<file path="src/rtl/core/xpc_pkg.sv">
// Shared constants and types of the binary convolution block.
package xpc_pkg;

   localparam int WORD_BITS            = 32;
   localparam int DEF_MAX_KERNEL_BITS  = 4096;
   localparam int DEF_MAX_CHANNELS     = 1024;
   localparam int PC_W                 = 6;
   localparam int THR_W                = 16;
   localparam int IDX_W                = 7;
   localparam int KB_W                 = 13;
   localparam int OC_W                 = 11;
   localparam int OSB_W                = 5;
   localparam int CSR_INDEX_W          = 2;
   localparam int CSR_DATA_W           = 13;
   localparam int QUEUE_DEPTH          = 4;

   localparam logic [WORD_BITS-1:0] MSB_BIT = 32'h8000_0000;

   localparam logic [KB_W-1:0]  RESET_KERNEL_BITS   = 13'd32;
   localparam logic [OC_W-1:0]  RESET_OUT_CHANNELS  = 11'd32;
   localparam logic [OSB_W-1:0] RESET_OUT_START_BIT = 5'd0;

   // Configuration register indexes.
   typedef enum logic [CSR_INDEX_W-1:0] {
      CSR_KERNEL_BITS   = 2'd0,
      CSR_OUT_CHANNELS  = 2'd1,
      CSR_OUT_START_BIT = 2'd2
   } csr_index_type;

   // What the lanes found for one word, held between the lanes and the merge.
   typedef struct packed {
      logic                    last;
      logic                    chan_end;
      logic [PC_W-1:0]         pc_first;
      logic [PC_W-1:0]         pc_second;
      logic signed [THR_W-1:0] threshold;
   } lane_result_type;

   // Words emitted by one item, stream 0 before stream 1.
   typedef struct packed {
      logic                 has_first;
      logic                 has_second;
      logic                 final_word;
      logic [IDX_W-1:0]     index_first;
      logic [IDX_W-1:0]     index_second;
      logic [WORD_BITS-1:0] word_first;
      logic [WORD_BITS-1:0] word_second;
   } emit_type;

endpackage

</file>
<file path="src/rtl/core/xnor_popcount_threshold_conv_top.sv">
// Top level of the binary XNOR-popcount convolution step for two timesteps.
//
// Input channel (req_): one transfer carries the aligned activation words of
// both timesteps, the shared weight word and the channel threshold. Each
// channel takes ceil(kernel_bits/32) transfers; the threshold is used on the
// last one. Output channel (rsp_): packed MSB-first output words, each to be
// ORed into memory at word_index; stream 0 precedes stream 1 within a channel
// and rsp_final_word marks the last word of a layer call.
// Configuration (csr_): always ready; a write to a register restarts the layer
// call and a write to the unused index is ignored. The user must issue writes
// only while the block is idle; the block itself does not enforce this.
// Throughput: one input transfer per cycle while req_stall is low. Two
// XNOR-popcount lanes feed the lane register ahead of the merge stage, which
// writes the words of a result into the queue, from whose head they are taken.
// Results leave one word per cycle, while rsp_stall is low, from a queue of four
// items; the input stalls once three queued items plus the one in the merge
// stage would fill it, either while rsp_stall holds or when transfers that
// each emit two words arrive back to back faster than the queue drains.
// Reset (synchronous) empties the pipeline and restores kernel_bits 32,
// out_channels 32 and out_start_bit 0.
module xnor_popcount_threshold_conv_top import xpc_pkg::*; #(
   parameter int MAX_KERNEL_BITS = DEF_MAX_KERNEL_BITS,
   parameter int MAX_CHANNELS    = DEF_MAX_CHANNELS
) (
   input  logic                   clock,
   input  logic                   reset,
   input  logic                   req_valid,
   output logic                   req_stall,
   input  logic [WORD_BITS-1:0]   req_act_word_first,
   input  logic [WORD_BITS-1:0]   req_act_word_second,
   input  logic [WORD_BITS-1:0]   req_weight_word,
   input  logic signed [THR_W-1:0] req_threshold,
   output logic                   rsp_valid,
   input  logic                   rsp_stall,
   output logic                   rsp_stream_id,
   output logic [IDX_W-1:0]       rsp_word_index,
   output logic [WORD_BITS-1:0]   rsp_out_word,
   output logic                   rsp_final_word,
   input  logic                   csr_valid,
   output logic                   csr_ready,
   input  logic [CSR_INDEX_W-1:0] csr_index,
   input  logic [CSR_DATA_W-1:0]  csr_data
);

   localparam int NWORDS_MAX = (MAX_KERNEL_BITS + WORD_BITS - 1) / WORD_BITS;
   localparam int WC_W       = $clog2(NWORDS_MAX + 1);
   localparam int CC_W       = $clog2(MAX_CHANNELS + 1);
   localparam int SUM_W      = $clog2(MAX_KERNEL_BITS + 1);
   localparam int BP_W       = $clog2(WORD_BITS + 2 * MAX_CHANNELS);
   localparam int CNT_W      = $clog2(QUEUE_DEPTH + 1);

   // Configuration registers and their derived forms.
   logic [KB_W-1:0]  kernel_bits_ff,   kernel_bits_in;
   logic [OC_W-1:0]  out_channels_ff,  out_channels_in;
   logic [OSB_W-1:0] out_start_bit_ff, out_start_bit_in;
   logic [WC_W-1:0]  last_word_ff,     last_word_in;
   logic [4:0]       rem_ff,           rem_in;
   logic [CC_W-1:0]  last_chan_ff,     last_chan_in;
   logic [BP_W-1:0]  start_first_in,   start_second_in;
   logic             csr_write;
   logic             csr_known;
   logic             restart;

   // Input counters and the lane register.
   logic [WC_W-1:0]      word_cnt_ff, word_cnt_in;
   logic [CC_W-1:0]      chan_cnt_ff, chan_cnt_in;
   logic                 stage_valid_ff, stage_valid_in;
   lane_result_type      stage_ff, stage_in;
   logic                 req_accept;
   logic                 is_last;
   logic [WORD_BITS-1:0] mask;
   logic [PC_W-1:0]      pc_first, pc_second;

   logic                 push;
   emit_type             entry;
   logic [CNT_W-1:0]     q_count;

   // Only a write that lands on a register restarts the layer call.
   assign csr_ready = 1'b1;
   assign csr_write = csr_valid && csr_ready;
   assign csr_known = (csr_index == CSR_KERNEL_BITS) || (csr_index == CSR_OUT_CHANNELS)
                   || (csr_index == CSR_OUT_START_BIT);
   assign restart   = reset || (csr_write && csr_known);

   // Register writes; effective kernel and channel counts are clamped here.
   always_comb begin
      int ek;
      int ec;
      kernel_bits_in   = kernel_bits_ff;
      out_channels_in  = out_channels_ff;
      out_start_bit_in = out_start_bit_ff;
      if (reset) begin
         kernel_bits_in   = RESET_KERNEL_BITS;
         out_channels_in  = RESET_OUT_CHANNELS;
         out_start_bit_in = RESET_OUT_START_BIT;
      end else if (csr_write) begin
         unique case (csr_index)
            CSR_KERNEL_BITS:   kernel_bits_in   = KB_W'(csr_data);
            CSR_OUT_CHANNELS:  out_channels_in  = OC_W'(csr_data);
            CSR_OUT_START_BIT: out_start_bit_in = OSB_W'(csr_data);
            default:           kernel_bits_in   = kernel_bits_ff;
         endcase
      end
      if (kernel_bits_in == '0) begin
         ek = 1;
      end else if (int'(kernel_bits_in) > MAX_KERNEL_BITS) begin
         ek = MAX_KERNEL_BITS;
      end else begin
         ek = int'(kernel_bits_in);
      end
      if (out_channels_in == '0) begin
         ec = 1;
      end else if (int'(out_channels_in) > MAX_CHANNELS) begin
         ec = MAX_CHANNELS;
      end else begin
         ec = int'(out_channels_in);
      end
      last_word_in    = WC_W'((ek - 1) >> 5);
      rem_in          = 5'(ek);
      last_chan_in    = CC_W'(ec - 1);
      start_first_in  = BP_W'(out_start_bit_in);
      start_second_in = BP_W'(int'(out_start_bit_in) + ec);
   end

   always_ff @(posedge clock) begin
      kernel_bits_ff   <= kernel_bits_in;
      out_channels_ff  <= out_channels_in;
      out_start_bit_ff <= out_start_bit_in;
      last_word_ff     <= last_word_in;
      rem_ff           <= rem_in;
      last_chan_ff     <= last_chan_in;
   end

   // Input transfer, last-word mask and the word and channel counters.
   always_comb begin
      req_stall  = (int'(q_count) + int'(stage_valid_ff)) >= QUEUE_DEPTH;
      req_accept = req_valid && !req_stall;
      is_last    = word_cnt_ff == last_word_ff;
      if (is_last && rem_ff != '0) begin
         mask = {WORD_BITS{1'b1}} << (6'(WORD_BITS) - {1'b0, rem_ff});
      end else begin
         mask = {WORD_BITS{1'b1}};
      end
      word_cnt_in = word_cnt_ff;
      chan_cnt_in = chan_cnt_ff;
      if (restart) begin
         word_cnt_in = '0;
         chan_cnt_in = '0;
      end else if (req_accept) begin
         if (is_last) begin
            word_cnt_in = '0;
            chan_cnt_in = (chan_cnt_ff == last_chan_ff) ? '0 : chan_cnt_ff + CC_W'(1);
         end else begin
            word_cnt_in = word_cnt_ff + WC_W'(1);
         end
      end
      stage_valid_in     = req_accept && !restart;
      stage_in.last      = is_last;
      stage_in.chan_end  = is_last && (chan_cnt_ff == last_chan_ff);
      stage_in.pc_first  = pc_first;
      stage_in.pc_second = pc_second;
      stage_in.threshold = req_threshold;
   end

   always_ff @(posedge clock) begin
      if (reset) begin
         word_cnt_ff    <= '0;
         chan_cnt_ff    <= '0;
         stage_valid_ff <= 1'b0;
      end else begin
         word_cnt_ff    <= word_cnt_in;
         chan_cnt_ff    <= chan_cnt_in;
         stage_valid_ff <= stage_valid_in;
      end
   end

   always_ff @(posedge clock) begin
      if (req_accept) begin
         stage_ff <= stage_in;
      end
   end

   // One lane per timestep, both on the shared weight word.
   xpc_lane u_lane_first (
      .act_word    (req_act_word_first),
      .weight_word (req_weight_word),
      .mask        (mask),
      .count       (pc_first)
   );

   xpc_lane u_lane_second (
      .act_word    (req_act_word_second),
      .weight_word (req_weight_word),
      .mask        (mask),
      .count       (pc_second)
   );

   xpc_merge #(
      .SUM_W (SUM_W),
      .BP_W  (BP_W)
   ) u_merge (
      .clock        (clock),
      .restart      (restart),
      .start_first  (start_first_in),
      .start_second (start_second_in),
      .stage_valid  (stage_valid_ff),
      .stage        (stage_ff),
      .push         (push),
      .entry        (entry)
   );

   xpc_outq u_outq (
      .clock          (clock),
      .reset          (reset),
      .push           (push),
      .entry          (entry),
      .count          (q_count),
      .rsp_valid      (rsp_valid),
      .rsp_stall      (rsp_stall),
      .rsp_stream_id  (rsp_stream_id),
      .rsp_word_index (rsp_word_index),
      .rsp_out_word   (rsp_out_word),
      .rsp_final_word (rsp_final_word)
   );

endmodule

</file>
<file path="src/rtl/core/xpc_lane.sv">
// One XNOR-popcount lane: counts matching bits of an activation and weight word.
module xpc_lane import xpc_pkg::*; (
   input  logic [WORD_BITS-1:0] act_word,
   input  logic [WORD_BITS-1:0] weight_word,
   input  logic [WORD_BITS-1:0] mask,
   output logic [PC_W-1:0]      count
);

   logic [WORD_BITS-1:0] match;
   logic [WORD_BITS-1:0] pairs;
   logic [WORD_BITS-1:0] nibbles;
   logic [WORD_BITS-1:0] bytes_sum;

   // Matching bits, then a tree of pair, nibble and byte sums.
   always_comb begin
      match     = ~(act_word ^ weight_word) & mask;
      pairs     = match - ((match >> 1) & 32'h5555_5555);
      nibbles   = (pairs & 32'h3333_3333) + ((pairs >> 2) & 32'h3333_3333);
      bytes_sum = (nibbles + (nibbles >> 4)) & 32'h0F0F_0F0F;
      count     = PC_W'(bytes_sum[7:0]) + PC_W'(bytes_sum[15:8])
                + PC_W'(bytes_sum[23:16]) + PC_W'(bytes_sum[31:24]);
   end

endmodule

</file>
<file path="src/rtl/core/xpc_merge.sv">
// Merge stage: accumulates lane counts, thresholds and packs the output bits.
module xpc_merge import xpc_pkg::*; #(
   parameter int SUM_W = 13,
   parameter int BP_W  = 12
) (
   input  logic            clock,
   input  logic            restart,
   input  logic [BP_W-1:0] start_first,
   input  logic [BP_W-1:0] start_second,
   input  logic            stage_valid,
   input  lane_result_type stage,
   output logic            push,
   output emit_type        entry
);

   localparam int CMP_W = (SUM_W + 1 > THR_W) ? SUM_W + 1 : THR_W;

   logic [SUM_W-1:0]     sum_first_ff,    sum_first_in;
   logic [SUM_W-1:0]     sum_second_ff,   sum_second_in;
   logic [WORD_BITS-1:0] pack_first_ff,   pack_first_in;
   logic [WORD_BITS-1:0] pack_second_ff,  pack_second_in;
   logic [BP_W-1:0]      bitpos_first_ff, bitpos_first_in;
   logic [BP_W-1:0]      bitpos_second_ff, bitpos_second_in;

   logic [SUM_W-1:0]        total_first, total_second;
   logic signed [CMP_W-1:0] cmp_first, cmp_second, cmp_thr;
   logic                    bit_first, bit_second;
   logic [WORD_BITS-1:0]    set_first, set_second;
   logic                    emit_first, emit_second;
   logic                    take;

   // Running sums and the threshold decision of both timesteps.
   always_comb begin
      total_first  = sum_first_ff + SUM_W'(stage.pc_first);
      total_second = sum_second_ff + SUM_W'(stage.pc_second);
      cmp_first    = signed'(CMP_W'(total_first));
      cmp_second   = signed'(CMP_W'(total_second));
      cmp_thr      = CMP_W'(stage.threshold);
      bit_first    = cmp_first >= cmp_thr;
      bit_second   = cmp_second >= cmp_thr;
   end

   // Bit placement, MSB first; a word goes out when full or at the layer end.
   always_comb begin
      take        = stage_valid && stage.last;
      set_first   = bit_first ? (pack_first_ff | (MSB_BIT >> bitpos_first_ff[4:0]))
                              : pack_first_ff;
      set_second  = bit_second ? (pack_second_ff | (MSB_BIT >> bitpos_second_ff[4:0]))
                               : pack_second_ff;
      emit_first  = (bitpos_first_ff[4:0] == 5'd31) || stage.chan_end;
      emit_second = (bitpos_second_ff[4:0] == 5'd31) || stage.chan_end;

      push               = take && (emit_first || emit_second);
      entry.has_first    = emit_first;
      entry.has_second   = emit_second;
      entry.final_word   = stage.chan_end;
      entry.index_first  = IDX_W'(bitpos_first_ff >> 5);
      entry.index_second = IDX_W'(bitpos_second_ff >> 5);
      entry.word_first   = set_first;
      entry.word_second  = set_second;
   end

   // Next state of the sums, the packing words and the bit positions.
   always_comb begin
      sum_first_in     = sum_first_ff;
      sum_second_in    = sum_second_ff;
      pack_first_in    = pack_first_ff;
      pack_second_in   = pack_second_ff;
      bitpos_first_in  = bitpos_first_ff;
      bitpos_second_in = bitpos_second_ff;
      if (restart) begin
         sum_first_in     = '0;
         sum_second_in    = '0;
         pack_first_in    = '0;
         pack_second_in   = '0;
         bitpos_first_in  = start_first;
         bitpos_second_in = start_second;
      end else if (stage_valid) begin
         if (stage.last) begin
            sum_first_in  = '0;
            sum_second_in = '0;
            if (stage.chan_end) begin
               pack_first_in    = '0;
               pack_second_in   = '0;
               bitpos_first_in  = start_first;
               bitpos_second_in = start_second;
            end else begin
               pack_first_in    = emit_first ? '0 : set_first;
               pack_second_in   = emit_second ? '0 : set_second;
               bitpos_first_in  = bitpos_first_ff + BP_W'(1);
               bitpos_second_in = bitpos_second_ff + BP_W'(1);
            end
         end else begin
            sum_first_in  = total_first;
            sum_second_in = total_second;
         end
      end
   end

   always_ff @(posedge clock) begin
      sum_first_ff     <= sum_first_in;
      sum_second_ff    <= sum_second_in;
      pack_first_ff    <= pack_first_in;
      pack_second_ff   <= pack_second_in;
      bitpos_first_ff  <= bitpos_first_in;
      bitpos_second_ff <= bitpos_second_in;
   end

endmodule

</file>
<file path="src/rtl/core/xpc_outq.sv">
// Result queue: holds up to four items and hands out one word a cycle unless stalled.
module xpc_outq import xpc_pkg::*; (
   input  logic                              clock,
   input  logic                              reset,
   input  logic                              push,
   input  emit_type                          entry,
   output logic [$clog2(QUEUE_DEPTH+1)-1:0] count,
   output logic                              rsp_valid,
   input  logic                              rsp_stall,
   output logic                              rsp_stream_id,
   output logic [IDX_W-1:0]                  rsp_word_index,
   output logic [WORD_BITS-1:0]              rsp_out_word,
   output logic                              rsp_final_word
);

   localparam int PTR_W = $clog2(QUEUE_DEPTH);
   localparam int CNT_W = $clog2(QUEUE_DEPTH + 1);

   emit_type             slot_ff [QUEUE_DEPTH];
   logic [PTR_W-1:0]     wr_ptr_ff, wr_ptr_in;
   logic [PTR_W-1:0]     rd_ptr_ff, rd_ptr_in;
   logic [CNT_W-1:0]     count_ff, count_in;
   logic                 phase_ff, phase_in;
   emit_type             head;
   logic                 show_second;
   logic                 xfer;
   logic                 pop;

   // Head entry: stream 0 word first, then stream 1 word.
   always_comb begin
      head           = slot_ff[rd_ptr_ff];
      show_second    = phase_ff || !head.has_first;
      rsp_valid      = count_ff != '0;
      rsp_stream_id  = show_second;
      rsp_word_index = show_second ? head.index_second : head.index_first;
      rsp_out_word   = show_second ? head.word_second : head.word_first;
      rsp_final_word = show_second && head.final_word;
      count          = count_ff;
   end

   // Pointer, count and phase updates.
   always_comb begin
      xfer      = rsp_valid && !rsp_stall;
      pop       = xfer && (show_second || !head.has_second);
      phase_in  = pop ? 1'b0 : (xfer ? 1'b1 : phase_ff);
      wr_ptr_in = push ? wr_ptr_ff + PTR_W'(1) : wr_ptr_ff;
      rd_ptr_in = pop ? rd_ptr_ff + PTR_W'(1) : rd_ptr_ff;
      count_in  = count_ff + CNT_W'(push) - CNT_W'(pop);
   end

   always_ff @(posedge clock) begin
      if (reset) begin
         wr_ptr_ff <= '0;
         rd_ptr_ff <= '0;
         count_ff  <= '0;
         phase_ff  <= 1'b0;
      end else begin
         wr_ptr_ff <= wr_ptr_in;
         rd_ptr_ff <= rd_ptr_in;
         count_ff  <= count_in;
         phase_ff  <= phase_in;
      end
   end

   // Entry storage.
   always_ff @(posedge clock) begin
      if (push) begin
         slot_ff[wr_ptr_ff] <= entry;
      end
   end

endmodule

</file>
<file path="config.mk">
export PLATFORM = sky130hd
export DESIGN_NAME = xnor_popcount_threshold_conv_top
export DESIGN_NICKNAME = d
export VERILOG_FILES = /design/src/rtl/core/xpc_pkg.sv /design/src/rtl/core/xnor_popcount_threshold_conv_top.sv /design/src/rtl/core/xpc_lane.sv /design/src/rtl/core/xpc_merge.sv /design/src/rtl/core/xpc_outq.sv
export SDC_FILE = /design/constraint.sdc
export NUM_CORES = 1
export LEC_CHECK = 0
export ABC_AREA = 1
export BUFFER_PORTS_ARGS = -buffer_cell sky130_fd_sc_hd__buf_2
export CAP_MARGIN = 20
export CORE_UTILIZATION = 40
export DETAILED_ROUTE_END_ITERATION = 10
export PLACE_DENSITY = 0.65
export SETUP_SLACK_MARGIN = 0.4
export SLEW_MARGIN = 20
export SYNTH_ARGS = -nofsm -noshare
export SYNTH_HDL_FRONTEND = slang
export SYNTH_SLANG_ARGS = --single-unit
export TNS_END_PERCENT = 100
</file>
<file path="constraint.sdc">
create_clock -name clock -period 7.6 [get_ports clock]
set_clock_uncertainty 0.15 [all_clocks]
set_input_delay 0.38 -clock clock [delete_from_list [all_inputs] [get_ports clock]]
set_output_delay 0.38 -clock clock [all_outputs]
set_load 0.01 [all_outputs]
</file>
==> flow_summary.json <==
{
  "switching_power_mw": 5.28,
  "grt_usage_pct": 19.5,
  "synth-main-ff-cell": "edfxtp_1",
  "cts-root-buf": "clkbuf_16",
  "antenna_found_initial": 0,
  "io_pins": 176,
  "drive_gt1_share_pct": 11.0,
  "fin_ws_ns": 0.734,
  "grt_pass1_wl_um": 127000,
  "wirelength_um": 79700,
  "critPathKind": "flop to flop",
  "rsz0062_at_grt": "false",
  "dr.pass1.iters": 6,
  "grt_remaining_overflow": 0,
  "syn_nets": 4245,
  "numPortBuffers": 174,
  "synthMuxAreaShare_pct": 0,
  "synthXorXnorAreaFrac_pct": 3.69,
  "worst_slew_pin_slew_ns": 1.08,
  "setup_viol": 0,
  "synthAdderAreaFrac_pct": 10.8,
  "clockPowerShare_pct": 21.6,
  "netlist.area_leader.share_pct": 34.5,
  "fin_area_um2": 36700,
  "cts_tree": "built",
  "fin_hold_ws_ns": 0.0270,
  "seqPwrFrac_pct": 28.9,
  "final-hold-violation-count": 0,
  "synth_edf_count": 371,
  "pre_cts_slack_ns": 0.164,
  "diodes": 0,
  "clkLatencyLatePin_ns": 0.65,
  "syn_to_final_growth_pct": 13.6,
  "swShare_pct": 39.9,
  "irDropWorstVdd_uv": 649,
  "synth-compound-area-share_pct": 10.2,
  "synth_area_leaders": "edfxtp_1, dfxtp_1, nand2_1",
  "drv_cap": 0,
  "num_rows": 103,
  "ant_nets": 0,
  "fillerInstances": 7761,
  "clk_path_buf_depth": 3,
  "status": "complete, no violations",
  "core_um2": 79400,
  "ys_ff_latch": 551,
  "cp-end-kind": "flop",
  "dr.first_iter.drc_count": 1765,
  "cpPeakStageDelay_ns": 0.55,
  "synth_area_per_cell_um2": 8.37,
  "vias_per_cell": 4.90,
  "gp_congestion": 0.916,
  "p_int_mw": 7.96,
  "grt_pass1_vias": 24200,
  "hold_class": "primary input to flop",
  "initial_core_util_pct": 40.7,
  "ys_types": 59,
  "numClockSinks": 551,
  "synth_top_family_by_area": "simple AND/OR/NAND/NOR gates",
  "synth_top_cell_by_area": "edfxtp_1",
  "critical_path.most_common_cell": "inv_1",
  "fmax_mhz": 146,
  "critPathSlowestCell": "fa_1",
  "nNetsFinal": 4422,
  "mostFrequentLayoutCell": "nand2_1",
  "crit_fanout": 7,
  "min_period_over_period_pct": 90.3,
  "via_count": 25200,
  "slew_headroom_pct": 27.9,
  "drc_errors": 0,
  "synth-async-reset-ratio_pct": 0,
  "share_comb_of_total_power_pct": 49.5,
  "htreeDepth": 2,
  "yosys.area_share.simple_pct": 21.1,
  "ys_warn_count": 0,
  "p_total_mw": 13.2,
  "clk_pin_slew_worst_paths_ns": 0.06,
  "cp_data_required_time_ns": 7.81,
  "powerDensity_nw_per_um2": 361,
  "slew_viol_final": 0,
  "dieWidth_um": 286,
  "arrival_ns": 7.07,
  "die_h_um": 286,
  "min_period_ns": 6.87,
  "grt_max_degree": 93,
  "synthesis.area_um2": 32300,
  "placed_cell_area_um2": 34300,
  "final_cell_mix": "nand2_1, inv_1, nor2_1, edfxtp_1, o21ai_0",
  "fp.dieArea_um2": 81900,
  "start_kind": "flop",
  "fin_setup_tns_ns": 0,
  "dp_hpwl_um": 56800,
  "drt-wirelength-per-cell_um": 15.5,
  "syn_inst": 3860,
  "leakage_nw": 16.2,
  "yosysSeqAreaShare_pct": 45.6,
  "cts_buffers": 57
}
## timing repair
item	in CTS	in global routing
pin swaps	0	5
gates resized for setup	4	34
setup endpoints to repair	8	8
hold buffers	25	0
hold endpoints to repair	32	0
setup buffers	0	6
## worst paths after layout
path / from / to / slack (ns) / cells past startpoint
hold reg to reg: u_outq.rd_ptr_ff[1] / flop / 0.27 / 2
setup reg to reg: rem_ff[0] / stage_ff[19] / 0.73 / 33
setup / recovery: rem_ff[0] / stage_ff[19] / 0.73 / 33
hold / removal: csr_data[9] / kernel_bits_ff[9] / 0.03 / 5
## synth_stat cells (all sizes together), types with 3 or more instances
master	instances
xnor2	60
inv	596
nor3	53
nor3b	6
nor4	4
nand3	167
or2	34
clkbuf	97
o21bai	8
a21boi	7
a31oi	50
nand4	28
nor2	532
a21oi	215
edfxtp	371
xor2	76
ha	209
fa	44
o211ai	3
dfxtp	180
a221oi	3
and2	7
clkinv	4
nand3b	5
o22ai	41
o21ai	257
buf	18
a211oi	10
nand2	761
## critical path: cells and delay by family (launching register included)
family | cells | cell delay, ns
xor gates and xnor gates | 2 | 0.26
and+or+nand+nor | 7 | 0.72
adders and majority gates | 10 | 3.54
AOI/OAI and AO/OA | 6 | 1.06
DFF | 1 | 0.33
buffers and inverters | 8 | 0.57
## kinds of logic (layout without fill, tap and decap cells)
| logic type | Yosys count | count (layout) |
|---|---|---|
| and+or+nand+nor | 1597 | 1597 |
| buffers and inverters | 715 | 941 |
| AOI/OAI and AO/OA | 606 | 606 |
| DFF | 551 | 551 |
| adders and majority gates | 253 | 253 |
| xor gates and xnor gates | 136 | 136 |
| other | 2 | 2 |
## stage by stage
stage          instances  util [%]
2_1_floorplan       3860         -
3_3_place_gp        4997      43.2
3_5_place_dp        4997      43.2
4_1_cts             5130      46.0
5_1_grt             5136      46.2
6_report            5136      46.2
## area by class of cell
cell class / instances / area, um^2 / area share, %
Multi-Input combinational cell: 2594 / 15000 / 40.9
Sequential cell: 551 / 14800 / 40.2
Inverter: 600 / 2260 / 6.16
Clock buffer: 65 / 1470 / 4.00
Timing Repair Buffer: 233 / 1380 / 3.75
Tap cell: 1050 / 1310 / 3.58
Clock inverter: 43 / 504 / 1.37
## power groups by stage
stage | clock network [mW] | registers (mW) | logic [mW]
after floorplan | 0 | 3.79 | 4.96
after global placement | 0 | 3.89 | 6.42
after detailed placement | 0 | 3.89 | 6.56
after CTS | 2.93 | 3.83 | 6.58
after global routing | 3.06 | 3.84 | 7.63
final | 2.86 | 3.83 | 6.55
## routing by layer
layer / global-route usage (%) / vias up / share of wire [%]
met1: 25.5 / 11600 / 45
met3: 2.38 / 104 / 4.7
met2: 33.9 / 578 / 48
met4: 4.97 / 0 / 2.2
li1: - / 12900 / -
met5: 0 / - / 0
## state kept, by name (all words and copies together), names as in the netlist, named ones only
name and cells:
u_merge.bitpos_first_ff 12, u_merge.bitpos_second_ff 12, kernel_bits_ff 13, u_merge.pack_second_ff 32, rem_ff 5, u_outq.wr_ptr_ff 2, last_chan_ff 11, u_outq.rd_ptr_ff 2
out_start_bit_ff 5, out_channels_ff 11, u_outq.phase_ff 1, stage_ff 30, u_merge.pack_first_ff 32, u_outq.count 3, chan_cnt_ff 11, last_word_ff 8
u_merge.sum_first_ff 13, u_merge.sum_second_ff 13, stage_valid_ff 1, word_cnt_ff 8, u_outq.slot_ff 324
No activity file was read; power rests on OpenSTA's default activity.
